<file path="config.mk">
export PLATFORM = sky130hd
export DESIGN_NAME = i2c_master_register_transfer
export DESIGN_NICKNAME = d
export VERILOG_FILES = /design/src/rtl/i2cm_pkg.sv /design/src/rtl/i2c_master_register_transfer.sv
export SDC_FILE = /design/constraint.sdc
export NUM_CORES = 1
export LEC_CHECK = 0
export BUFFER_PORTS_ARGS = -buffer_cell sky130_fd_sc_hd__buf_4
export CELL_PAD_IN_SITES_DETAIL_PLACEMENT = 0
export CELL_PAD_IN_SITES_GLOBAL_PLACEMENT = 2
export CORE_ASPECT_RATIO = 1.75
export CORE_UTILIZATION = 32
export DETAILED_ROUTE_END_ITERATION = 16
export GPL_ROUTABILITY_DRIVEN = 1
export HOLD_SLACK_MARGIN = 0.12
export PLACE_DENSITY = 0.8
export SYNTH_ARGS = -nofsm -noshare
export SYNTH_HDL_FRONTEND = slang
export SYNTH_SLANG_ARGS = --single-unit
</file>
<file path="constraint.sdc">
create_clock -name i_clk -period 4 [get_ports i_clk]
set_input_delay 0.4 -clock i_clk [delete_from_list [all_inputs] [get_ports i_clk]]
set_output_delay 0.4 -clock i_clk [all_outputs]
set_load 0.01 [all_outputs]
</file>
<file path="src/rtl/i2cm_pkg.sv">
// ----------------------------------------------------------------------------
// i2cm_pkg
// Types and codes shared by the I2C master register transfer sequencer.
// ----------------------------------------------------------------------------
package i2cm_pkg;

    localparam int unsigned OP_W      = 3;
    localparam int unsigned LEN_W     = 9;
    localparam int unsigned TICK_W    = 16;
    localparam logic [TICK_W-1:0] TIMEOUT_RESET = 16'd10000;

    // result queue
    localparam int unsigned Q_DEPTH   = 8;
    localparam int unsigned Q_AW      = 3;
    localparam int unsigned MAX_RES   = 3;

    // register map
    localparam int unsigned PADDR_W   = 3;
    localparam logic [PADDR_W-1:0] ADDR_TIMEOUT = 3'd0;

    typedef enum logic [OP_W-1:0] {
        OP_WRITE = 3'd0,
        OP_READ  = 3'd1,
        OP_DONE  = 3'd2,
        OP_NACK  = 3'd3,
        OP_BYTE  = 3'd4,
        OP_TICK  = 3'd5
    } t_op;

    typedef enum logic [3:0] {
        PH_IDLE      = 4'd0,
        PH_WAIT_FREE = 4'd1,
        PH_START     = 4'd2,
        PH_ADDR_W    = 4'd3,
        PH_REG       = 4'd4,
        PH_DATA      = 4'd5,
        PH_RSTART    = 4'd6,
        PH_ADDR_R    = 4'd7,
        PH_RECV      = 4'd8
    } t_phase;

    typedef enum logic [3:0] {
        ACT_NONE    = 4'd0,
        ACT_START   = 4'd1,
        ACT_SEND    = 4'd2,
        ACT_RX_ACK  = 4'd3,
        ACT_RX_NACK = 4'd4,
        ACT_STOP    = 4'd5,
        ACT_READ    = 4'd6,
        ACT_DONE    = 4'd7,
        ACT_ERROR   = 4'd8
    } t_action;

    typedef enum logic [1:0] {
        ERR_NONE    = 2'd0,
        ERR_NACK    = 2'd1,
        ERR_TIMEOUT = 2'd2,
        ERR_ZERO    = 2'd3
    } t_err;

    typedef struct packed {
        logic [OP_W-1:0]  operation;
        logic [6:0]       device_address;
        logic [7:0]       register_address;
        logic [7:0]       write_data;
        logic [LEN_W-1:0] read_length;
        logic [7:0]       received_byte;
        logic             bus_busy;
    } t_in_item;

    typedef struct packed {
        logic [3:0] action;
        logic [7:0] byte_value;
        logic [1:0] error_kind;
        logic       last_of_run;
    } t_out_item;

endpackage

</file>
<file path="src/rtl/i2c_master_register_transfer.sv">
// ----------------------------------------------------------------------------
// i2c_master_register_transfer
// Byte-level I2C master sequencer for register writes and register reads
// with repeated start, not-acknowledge and tick timeout handling.
// ----------------------------------------------------------------------------
//  channel   direction  handshake                  payload
//  input     in         i_in_valid / o_in_stall     i_in_item  (t_in_item)
//  output    out        o_out_valid / i_out_stall   o_out_item (t_out_item)
//  config    in         APB psel/penable/pwrite    timeout_limit at 0x0
//
//  One input transfer per cycle is taken while the result queue has room for
//  three results; the phase register update and all results are computed in
//  that same cycle and pushed into an 8-entry result queue.
//  The output drains one result per cycle, so the queue port sets the rate.
//  Synchronous active-low reset: phase idle, queue empty, timeout 10000.
//  Output stall backs up the queue; input stalls once fewer than three slots
//  are free.
// ----------------------------------------------------------------------------
module i2c_master_register_transfer
    import i2cm_pkg::*;
#(
    parameter int MAX_READ_LEN = 256
) (
    input  logic               i_clk,
    input  logic               i_rst_n,

    input  logic               i_in_valid,
    output logic               o_in_stall,
    input  t_in_item           i_in_item,

    output logic               o_out_valid,
    input  logic               i_out_stall,
    output t_out_item          o_out_item,

    input  logic               psel,
    input  logic               penable,
    input  logic               pwrite,
    input  logic [PADDR_W-1:0] paddr,
    input  logic [31:0]        pwdata,
    output logic [31:0]        prdata,
    output logic               pready
);

    // ------------------------------------------------------------------
    // state
    t_phase            r_phase,   n_phase;
    logic              r_is_read, n_is_read;
    logic [6:0]        r_dev,     n_dev;
    logic [7:0]        r_reg,     n_reg;
    logic [7:0]        r_data,    n_data;
    logic [LEN_W-1:0]  r_left,    n_left;
    logic [TICK_W-1:0] r_wait,    n_wait;
    logic [TICK_W-1:0] r_limit;

    t_out_item         r_q [Q_DEPTH];
    logic [Q_AW-1:0]   r_wr, r_rd;
    logic [Q_AW:0]     r_cnt;

    logic              in_acc, out_pop, cfg_wr;
    logic [TICK_W:0]   wait_inc, eff_limit;
    logic              tick_hit, tick_free, active;
    logic [LEN_W-1:0]  len_sat, left_dec;
    logic [7:0]        addr_w, addr_r;
    logic              len_zero;
    t_out_item         res [MAX_RES];
    logic [1:0]        n_res;

    assign in_acc  = i_in_valid && !o_in_stall;
    assign out_pop = o_out_valid && !i_out_stall;
    assign cfg_wr  = psel && penable && pwrite && pready;

    // ------------------------------------------------------------------
    // config port
    assign pready = 1'b1;
    assign prdata = (paddr == ADDR_TIMEOUT) ? {16'd0, r_limit} : 32'd0;

    always_ff @(posedge i_clk) begin
        if (!i_rst_n) begin
            r_limit <= TIMEOUT_RESET;
        end else if (cfg_wr && paddr == ADDR_TIMEOUT) begin
            r_limit <= pwdata[TICK_W-1:0];
        end
    end

    // ------------------------------------------------------------------
    // shared decode
    assign len_zero = (i_in_item.operation == OP_READ) && (i_in_item.read_length == '0);
    assign active   = (r_phase != PH_IDLE) && (r_phase != PH_WAIT_FREE);

    // a zero limit acts as one
    assign wait_inc  = {1'b0, r_wait} + 17'd1;
    assign eff_limit = (r_limit == '0) ? 17'd1 : {1'b0, r_limit};
    assign tick_hit  = (wait_inc >= eff_limit);
    assign tick_free = (r_phase == PH_WAIT_FREE) && !i_in_item.bus_busy;

    assign len_sat  = ({8'd0, i_in_item.read_length} > 17'(MAX_READ_LEN))
                    ? LEN_W'(MAX_READ_LEN) : i_in_item.read_length;
    assign left_dec = (r_left != '0) ? r_left - 9'd1 : r_left;
    assign addr_w   = {r_dev, 1'b0};
    assign addr_r   = {r_dev, 1'b1};

    // ------------------------------------------------------------------
    // next state
    always_comb begin
        n_phase   = r_phase;
        n_is_read = r_is_read;
        n_dev     = r_dev;
        n_reg     = r_reg;
        n_data    = r_data;
        n_left    = r_left;
        n_wait    = r_wait;
        unique case (i_in_item.operation)
            OP_WRITE, OP_READ: begin
                if (r_phase == PH_IDLE && !len_zero) begin
                    n_is_read = (i_in_item.operation == OP_READ);
                    n_dev     = i_in_item.device_address;
                    n_reg     = i_in_item.register_address;
                    n_data    = i_in_item.write_data;
                    n_left    = (i_in_item.operation == OP_READ) ? len_sat : '0;
                    n_wait    = '0;
                    n_phase   = i_in_item.bus_busy ? PH_WAIT_FREE : PH_START;
                end
            end
            OP_DONE: begin
                n_wait = active ? '0 : r_wait;
                unique case (r_phase)
                    PH_START:  n_phase = PH_ADDR_W;
                    PH_ADDR_W: n_phase = PH_REG;
                    PH_REG:    n_phase = r_is_read ? PH_RSTART : PH_DATA;
                    PH_DATA:   n_phase = PH_IDLE;
                    PH_RSTART: n_phase = PH_ADDR_R;
                    PH_ADDR_R: n_phase = PH_RECV;
                    default: begin
                        n_phase = r_phase;
                        n_wait  = r_wait;
                    end
                endcase
            end
            OP_NACK: begin
                if (active) begin
                    n_phase = PH_IDLE;
                    n_wait  = '0;
                end
            end
            OP_BYTE: begin
                if (r_phase == PH_RECV) begin
                    n_left  = left_dec;
                    n_wait  = '0;
                    n_phase = (left_dec == '0) ? PH_IDLE : PH_RECV;
                end
            end
            OP_TICK: begin
                if (tick_free) begin
                    n_wait  = '0;
                    n_phase = PH_START;
                end else if (r_phase != PH_IDLE) begin
                    if (tick_hit) begin
                        n_wait  = '0;
                        n_phase = PH_IDLE;
                    end else begin
                        n_wait  = wait_inc[TICK_W-1:0];
                    end
                end
            end
            default: ;
        endcase
    end

    // ------------------------------------------------------------------
    // results of this transfer
    always_comb begin
        for (int k = 0; k < MAX_RES; k++) begin
            res[k] = '0;
        end
        n_res = 2'd0;
        unique case (i_in_item.operation)
            OP_WRITE, OP_READ: begin
                if (r_phase == PH_IDLE) begin
                    if (len_zero) begin
                        res[0].action     = ACT_ERROR;
                        res[0].error_kind = ERR_ZERO;
                        n_res = 2'd1;
                    end else if (!i_in_item.bus_busy) begin
                        res[0].action = ACT_START;
                        n_res = 2'd1;
                    end
                end
            end
            OP_DONE: begin
                unique case (r_phase)
                    PH_START: begin
                        res[0].action     = ACT_SEND;
                        res[0].byte_value = addr_w;
                        n_res = 2'd1;
                    end
                    PH_ADDR_W: begin
                        res[0].action     = ACT_SEND;
                        res[0].byte_value = r_reg;
                        n_res = 2'd1;
                    end
                    PH_REG: begin
                        if (r_is_read) begin
                            res[0].action = ACT_START;
                        end else begin
                            res[0].action     = ACT_SEND;
                            res[0].byte_value = r_data;
                        end
                        n_res = 2'd1;
                    end
                    PH_DATA: begin
                        res[0].action = ACT_STOP;
                        res[1].action = ACT_DONE;
                        n_res = 2'd2;
                    end
                    PH_RSTART: begin
                        res[0].action     = ACT_SEND;
                        res[0].byte_value = addr_r;
                        n_res = 2'd1;
                    end
                    PH_ADDR_R: begin
                        res[0].action = (r_left <= 9'd1) ? ACT_RX_NACK : ACT_RX_ACK;
                        n_res = 2'd1;
                    end
                    default: ;
                endcase
            end
            OP_NACK: begin
                if (active) begin
                    res[0].action     = ACT_STOP;
                    res[1].action     = ACT_ERROR;
                    res[1].error_kind = ERR_NACK;
                    n_res = 2'd2;
                end
            end
            OP_BYTE: begin
                if (r_phase == PH_RECV) begin
                    res[0].action     = ACT_READ;
                    res[0].byte_value = i_in_item.received_byte;
                    if (left_dec == '0) begin
                        res[1].action = ACT_STOP;
                        res[2].action = ACT_DONE;
                        n_res = 2'd3;
                    end else begin
                        res[1].action = (left_dec == 9'd1) ? ACT_RX_NACK : ACT_RX_ACK;
                        n_res = 2'd2;
                    end
                end
            end
            OP_TICK: begin
                if (tick_free) begin
                    res[0].action = ACT_START;
                    n_res = 2'd1;
                end else if (r_phase != PH_IDLE && tick_hit) begin
                    // a bus that never frees gives the error alone, no stop
                    if (r_phase == PH_WAIT_FREE) begin
                        res[0].action     = ACT_ERROR;
                        res[0].error_kind = ERR_TIMEOUT;
                        n_res = 2'd1;
                    end else begin
                        res[0].action     = ACT_STOP;
                        res[1].action     = ACT_ERROR;
                        res[1].error_kind = ERR_TIMEOUT;
                        n_res = 2'd2;
                    end
                end
            end
            default: ;
        endcase
        for (int k = 0; k < MAX_RES; k++) begin
            res[k].last_of_run = (2'(k) == n_res - 2'd1) && (n_res != 2'd0);
        end
    end

    always_ff @(posedge i_clk) begin
        if (!i_rst_n) begin
            r_phase   <= PH_IDLE;
            r_is_read <= 1'b0;
            r_dev     <= '0;
            r_reg     <= '0;
            r_data    <= '0;
            r_left    <= '0;
            r_wait    <= '0;
        end else if (in_acc) begin
            r_phase   <= n_phase;
            r_is_read <= n_is_read;
            r_dev     <= n_dev;
            r_reg     <= n_reg;
            r_data    <= n_data;
            r_left    <= n_left;
            r_wait    <= n_wait;
        end
    end

    // ------------------------------------------------------------------
    // result queue
    assign o_in_stall  = (r_cnt > (Q_AW+1)'(Q_DEPTH - MAX_RES));
    assign o_out_valid = (r_cnt != '0);
    assign o_out_item  = r_q[r_rd];

    always_ff @(posedge i_clk) begin
        if (in_acc) begin
            for (int k = 0; k < MAX_RES; k++) begin
                if (2'(k) < n_res) begin
                    r_q[r_wr + Q_AW'(k)] <= res[k];
                end
            end
        end
    end

    always_ff @(posedge i_clk) begin
        if (!i_rst_n) begin
            r_wr  <= '0;
            r_rd  <= '0;
            r_cnt <= '0;
        end else begin
            if (in_acc) begin
                r_wr <= r_wr + Q_AW'(n_res);
            end
            if (out_pop) begin
                r_rd <= r_rd + 1'b1;
            end
            r_cnt <= r_cnt + ((in_acc) ? (Q_AW+1)'(n_res) : '0)
                           - ((Q_AW+1)'(out_pop));
        end
    end

    // ------------------------------------------------------------------
    // assertions
    a_q_bound: assert property (@(posedge i_clk) disable iff (!i_rst_n)
        r_cnt <= (Q_AW+1)'(Q_DEPTH))
        else $error("result queue overflow");

    a_run_end: assert property (@(posedge i_clk) disable iff (!i_rst_n)
        (out_pop && r_cnt == 1) |-> o_out_item.last_of_run)
        else $error("queue drained mid-run");

    a_recv_left: assert property (@(posedge i_clk) disable iff (!i_rst_n)
        (r_phase == PH_RECV) |-> (r_left != '0))
        else $error("receiving with no bytes left");

    a_free_start: assert property (@(posedge i_clk) disable iff (!i_rst_n)
        (in_acc && r_phase == PH_IDLE && i_in_item.operation == OP_WRITE
         && !i_in_item.bus_busy) |=> (r_phase == PH_START))
        else $error("write on free bus did not start");

    a_wait_bound: assert property (@(posedge i_clk) disable iff (!i_rst_n)
        (in_acc && i_in_item.operation == OP_TICK && r_phase != PH_IDLE
         && !tick_free && tick_hit) |=> (r_phase == PH_IDLE && r_wait == '0))
        else $error("timeout did not abort");

endmodule
</file>
==> results of run 1 <==
[critical path, cell delays in order (launching register included)]
cell     delay (ps)
dfxtp_2         340
ha_2            180
nand3_2         100
nor3_4          210
nand2_2         110
xnor2_2         150
ha_1            320
a21o_1          160
a21o_1          180
a31oi_1         170
nand3_1         170
nor2_4          170
o21a_1          160
nand2_2          70
nand2_2          70
ha_1            220
inv_1            60
ha_2            160
inv_1            50
fa_2            510
nor2_1           40
[Yosys cell counts, types with 6 or more instances]
cell | instances | area, µm²
a211oi_1 | 82 | 615.6
a21o_1 | 16 | 120.1
a21oi_1 | 96 | 480.5
a22oi_1 | 20 | 150.1
a31oi_1 | 7 | 43.79
and2_1 | 20 | 125.1
and3_1 | 6 | 37.54
buf_1 | 7 | 26.28
buf_2 | 15 | 75.07
buf_4 | 18 | 135.1
clkbuf_1 | 53 | 198.9
dfxtp_1 | 170 | 3403
edfxtp_1 | 32 | 960.9
ha_1 | 30 | 375.4
inv_1 | 47 | 176.4
mux2_2 | 15 | 168.9
mux2i_1 | 9 | 90.09
mux4_2 | 30 | 675.7
nand2_1 | 144 | 540.5
nand2_2 | 6 | 37.54
nand2_4 | 8 | 90.09
nand2b_1 | 7 | 43.79
nand3_1 | 40 | 200.2
nand4_1 | 8 | 50.05
nor2_1 | 161 | 604.3
nor3_1 | 20 | 100.1
nor4_1 | 8 | 50.05
o211ai_1 | 7 | 52.55
o21a_1 | 6 | 45.04
o21ai_0 | 32 | 160.2
o221ai_1 | 28 | 245.2
o22ai_1 | 13 | 81.33
xnor2_1 | 12 | 105.1
xor2_1 | 9 | 78.83
[power breakdown]
group / total (µW) / internal, µW / switching (µW)
logic: 1660 / 829 / 832
registers: 2470 / 2290 / 178
clock network: 1990 / 1100 / 892
[kinds of logic after synthesis]
logic type | count (synthesis) | share of synthesized area
and+or+nand+nor | 465 | 0.1998
AOI/OAI and AO/OA | 341 | 0.2082
DFF | 202 | 0.3939
buffers and inverters | 143 | 0.05906
muxes | 54 | 0.08435
adders and majority gates | 32 | 0.03749
xor gates and xnor gates | 21 | 0.01660
other | 2 | 0.0006778
[final timing paths]
kind	start	to	slack, ps
max reg2reg	r_wait[1]	r_cnt[1]	240
min reg2reg	r_dev[3]	r_dev[3]	460
min	i_in_item[34]	r_dev[0]	140
max	r_wait[1]	r_cnt[1]	240
[layout make-up]
| cell class | instances | area share |
|---|---|---|
| multi-input cells | 930 | 0.4581 |
| repair buffers | 196 | 0.1137 |
| inverters | 47 | 0.01301 |
| well taps | 455 | 0.04197 |
| clock inverters | 10 | 0.005812 |
| flip-flops and latches | 202 | 0.3224 |
| clock buffers | 27 | 0.04493 |
[routing by layer]
layer  up-vias  track usage
li1       4816            -
met5         -            0
met2       206       0.3887
met3        70      0.02211
met4         0      0.08982
met1      4640       0.2042
[what timing repair did]
| item | 4_1_cts | 5_1_grt |
|---|---|---|
| endpoints found under the setup margin | 1 | 34 |
| resized for setup | 1 | 27 |
| pin swaps | 0 | 11 |
| hold buffers | 27 | 0 |
| setup buffers | 0 | 4 |
| cloned | 0 | 0 |
| hold endpoints to repair | 27 | 0 |
[through the flow]
step           instances  setup slack (ps)  utilization
3_3_place_gp        1799             40.94       0.3686
2_1_floorplan       1275             18.34            -
4_1_cts             1863             24.39       0.3971
3_5_place_dp        1799             10.79       0.3686
5_1_grt             1867            -27.10       0.4007
6_report            1867             241.5       0.4007
==> metrics.md, run 1 <==
| Metric | Value |
|---|---|
| Number of core rows | 89 |
| DIE HEIGHT | around 250 µm |
| Most flop-heavy register | r_q |
| Synth cell types | 75 |
| Detailed Routing Iterations Pass 1 | 5 |
| Reg clk slew, reported paths | about 60 ps |
| Top Registers | r_q: 120 flops, r_limit: 16 flops, r_wait: 16 flops |
| Setup crit end kind | register |
| Clock Tree Buf Depth | 3 |
| Max Cap Viol | 0 |
| Post-Syn Instances | between 1000 and 1500 |
| Initial antenna violation count | 0 |
| Slew Limit Fails | 0 |
| Clock Skews | between 10 and 15 ps |
| Status | finished clean |
| Register area share after synthesis | 0.3939 |
| WS Path Type | reg -> reg |
| Min Hold Slack | ~140 ps |
| Largest net degree at the start of global routing | between 40 and 50 |
| Post-synth EDFFs | 32 |
| # H-tree levels | 1 |
| Leak Pwr | 0.005047 µW |
| Post-route clock period utilization | 0.9396 |
| Sum of routed wire segments on met1 | about 13000 µm |
| CTS tree | done |
| Final Critical Period | between 3000 and 4000 ps |
| GRT Resource Usage Total | 0.1971 |
| Vias in the first global route | between 9000 and 10000 |
| Worst Reg-to-Reg Cells | 20 |
| CTS root buffer | clkbuf_16 |
| Fillers | around 3500 |
| GRT Residual Overflow | 0 |
| First-pass GRT wire length | roughly 54000 µm |
| Worst Setup Start Kind | register |
| Num ports | 136 |
| Highest metal used | met4 |
| Finished Cell Area | roughly 14000 µm² |
| Vias | ~9700 |
| Post-DP HPWL | between 20000 and 30000 µm |
| Power density cells | between 400 and 500 nW/µm² |
| Top FF cell, synth | dfxtp_1 |
| Mapped Area | roughly 11000 µm² |
| Post-route DRC | 0 |
| Data arrival, critical path | between 4000 and 5000 ps |
| Full die area | 35400 µm² |
| # port buffers | 102 |
| Async SR Flop Fraction | 0 |
| Number of synthesized register bits | roughly 200 |
| Wire length on met3 | around 1100 µm |
| Met2 WL | roughly 19000 µm |
| Max Fclk | between 200 and 300 MHz |
| DR iter-0 viols | between 500 and 600 |
| Req. time, crit path | approximately 4400 ps |
| Share of cells above drive strength 1 | 0.2238 |
| Routability Congestion | around 0.9 |
| Post-DR vias/cell | 5.213 |
| Crit path max fanout | 3 |
| Hold Crit Class | in -> reg |
| Setup TNS | 0 ps |
| Most common cell after layout, fill and taps aside | buf_4 |
| Reg area | ~4400 µm² |
| Final ANT Viol Nets | 0 |
| Layout Nets | roughly 1500 |
| Worst-skew pair later-pin latency | roughly 520 ps |
| Yosys warns | 0 |
| Num Clock Sinks | 202 |
| Max FFs per register | 120 |
| Worst Tran Pin Value | around 940 ps |
| CTS buffer count | 21 |
| Die X | about 140 µm |
| DRT Wirelength | around 34000 µm |
| Synth-to-layout area growth | 22.40% |
| Slew HR | 0.3694 |
| Area of the multi-input gates | ~6200 µm² |
| Antenna diode count | 0 |
| Drt wl/cell | 18.31 µm |
| Area post-placement | approximately 12000 µm² |
| Area of the core | between 30000 and 40000 µm² |
| Total power | 6121 µW |
| Syn_area_per_cell | around 8.8 µm² |
| Starting Density | 0.3273 |
| Fin. Hold Viols | 0 |
| Worst Hold Depth | 3 |
| VDD IR max | 0.0002640 V |
| Commonest non-fill, non-tap cells in the layout | buf_4, dfxtp_1, nor2_1, nand2_1, a21oi_1 |
| Final setup vio count | 0 |
No activity file was read; power rests on OpenSTA's default activity.
==> inputs of run 2 (changes only) <==
- PLACE_DENSITY: 0.8 -> 0.77
- clock period: 4 -> 3.4 ns (I/O delays scaled with it)
==> metrics.md, run 2 (synthesized netlist as in run 1, its figures left out) <==
| Metric | Value |
|---|---|
| Status | finished with violations |
| Violated checks | negative setup slack |
| Inst Count DP | 1864 (+3.6%) |
| Post-route DRC | 0 (unchanged) |
| Worst Setup Start Kind | register |
| CTS root buffer | clkbuf_16 |
| Finished Cell Area | 15620 µm² (+15%) |
| Final setup vio count | 104 (+104) |
| Die X | 142.7 µm (unchanged) |
| Starting Density | 0.3273 (unchanged) |
| Largest net degree at the start of global routing | 45 (-6.3%) |
| Initial antenna violation count | 0 (unchanged) |
| Reg clk slew, reported paths | 70 ps (about the same) |
| Data arrival, critical path | 3970 ps (-160 ps) |
| Reg area | 4374 µm² (about the same) |
| Area of the core | 33850 µm² (unchanged) |
| Synth-to-layout area growth | 40.97% |
| Vias in the first global route | 10110 (+4.8%) |
| Num ports | 136 (unchanged) |
| # port buffers | 102 (unchanged) |
| Max Cap Viol | 0 (unchanged) |
| Worst Tran Pin Value | 1115 ps (+169.9 ps) |
| RSZ-0062 raised after global routing | true |
| Top Registers | r_q: 120 flops, r_limit: 16 flops, r_wait: 16 flops |
| Detailed Routing Iterations Pass 1 | 5 (unchanged) |
| Most common cell after layout, fill and taps aside | buf_4 |
| Post-route clock period utilization | 1.052 (+0.1119) |
| CTS buffer count | 22 (+4.8%) |
| Number of core rows | 89 (unchanged) |
| Clock Skews | 19.53 ps (+6.789 ps) |
| Fillers | 3358 (-3.7%) |
| Vias | 10460 (+7.5%) |
| DRT Wirelength | 38920 µm (+14%) |
| Hold Crit Class | in -> reg |
| CTS tree | done |
| DIE HEIGHT | 248.2 µm (unchanged) |
| Post-DP HPWL | 27670 µm (+6.1%) |
| Slew Limit Fails | 0 (unchanged) |
| Final non-filler cell total | 1998 (+7.0%) |
| Clock Tree Buf Depth | 3 (unchanged) |
| Final Critical Period | 3575 ps (-183.3 ps) |
| Setup crit end kind | register |
| Leak Pwr | 0.006037 µW (+20%) |
| Utilization after layout | 0.4614 (+0.06076) |
| Req. time, crit path | 3800 ps (-570 ps) |
| Layout Nets | 1645 (+8.5%) |
| Fin. Hold Viols | 0 (unchanged) |
| Worst-skew pair later-pin latency | 540 ps (+20 ps) |
| Slew HR | 0.2568 (-0.1126) |
| Full die area | 35400 µm² (unchanged) |
| Reg2reg setup slack | -180 ps (-420 ps) |
| GRT Resource Usage Total | 0.2070 (+0.009879) |
| Crit path max fanout | 3 (unchanged) |
| # H-tree levels | 1 (unchanged) |
| Num Clock Sinks | 202 (unchanged) |
| Max FFs per register | 120 (unchanged) |
| WS Path Type | reg -> reg |
| Post-place setup slack | -356.4 ps (-367.2 ps) |
| Drt wl/cell | 19.48 µm (+6.4%) |
| Area post-placement | 13300 µm² (+6.6%) |
| Max Fclk | 279.7 MHz (+5.1%) |
| Commonest non-fill, non-tap cells in the layout | buf_4, dfxtp_1, nand2_1, nor2_1, a21oi_1 |
| Power density cells | 484.0 nW/µm² (+7.3%) |
| Post-DR vias/cell | 5.235 (+0.42%) |
| First-pass GRT wire length | 56360 µm (+4.7%) |
| DR iter-0 viols | 471 (-15%) |
| Share of cells above drive strength 1 | 0.3396 (+0.1158) |
| Antenna diode count | 0 (unchanged) |
| VDD IR max | 0.0003818 V (+45%) |
| Routability Congestion | 0.8762 (-0.95%) |
| Final ANT Viol Nets | 0 (unchanged) |
| GRT Residual Overflow | 0 (unchanged) |
| Most flop-heavy register | r_q |
| Total power | 7561 µW (+24%) |
| Final setup margin | -175.2 ps (-416.7 ps) |
| Area of the multi-input gates | 6789 µm² (+9.3%) |
-- run 2: cell type report --
class | instances | share of cell area
multi-input combinational | 930 | 0.4346
inverter | 47 | 0.01161
tap | 455 | 0.03645
timing repair buffer | 324 | 0.1912
clock buffer | 30 | 0.03909
sequential | 202 | 0.2800
clock inverter | 10 | 0.006969
-- run 2: path summary, 6_finish.rpt --
check | to | start | cells past startpoint
worst min-delay path | r_is_read | i_in_item[41] | 3
worst max register to register | r_cnt[1] | r_wait[0] | 20
worst max-delay path | r_cnt[1] | r_wait[0] | 20
worst min register to register | r_reg[4] | r_reg[4] | 2
-- run 2: critical path, stage by stage, from the launching register on --
cell,delay [ps]
dfxtp_4,360
ha_4,140
nand3_4,90
nor3_4,210
nand2_2,90
xnor2_2,210
ha_1,270
a21o_1,170
a21o_1,150
a31oi_1,170
nand3_1,140
nor2_2,180
o21a_2,210
nand2_8,60
nand2_4,60
ha_4,190
inv_2,50
ha_4,120
inv_2,30
fa_2,500
nor2_1,30
-- run 2: metrics by stage --
| stage | setup TNS (ps) | hold WS, ps |
|---|---|---|
| floorplan | -1931 | 428.9 |
| global placement | -1921 | 443.6 |
| detailed placement | -3587 | 447.4 |
| CTS | -636.9 | 121.4 |
| global route | -27990 | 151.1 |
| finish | -6725 | 142.1 |
-- run 2: power by group --
| part | switching [µW] | leakage, µW | internal (µW) |
|---|---|---|---|
| clock | 1070 | 0.000349 | 1360 |
| sequential | 250 | 0.00165 | 2700 |
| combinational | 1070 | 0.00404 | 1120 |
| total | 2390 | 0.00604 | 5170 |
-- run 2: what timing repair did --
action | CTS | global route
hold endpoints to repair | 40 | 0
endpoints found under the setup margin | 63 | 154
setup buffers | 10 | 23
resized for setup | 29 | 134
pin swaps | 15 | 79
hold buffers | 45 | 0
cloned | 0 | 17
-- run 2: layer usage --
metal	track usage	routed length [µm]	up-vias
li1	-	-	5097
met1	0.2168	13710	4993
met2	0.4050	22070	267
met3	0.02268	1353	102
met4	0.09614	1791	0
met5	0	0	-
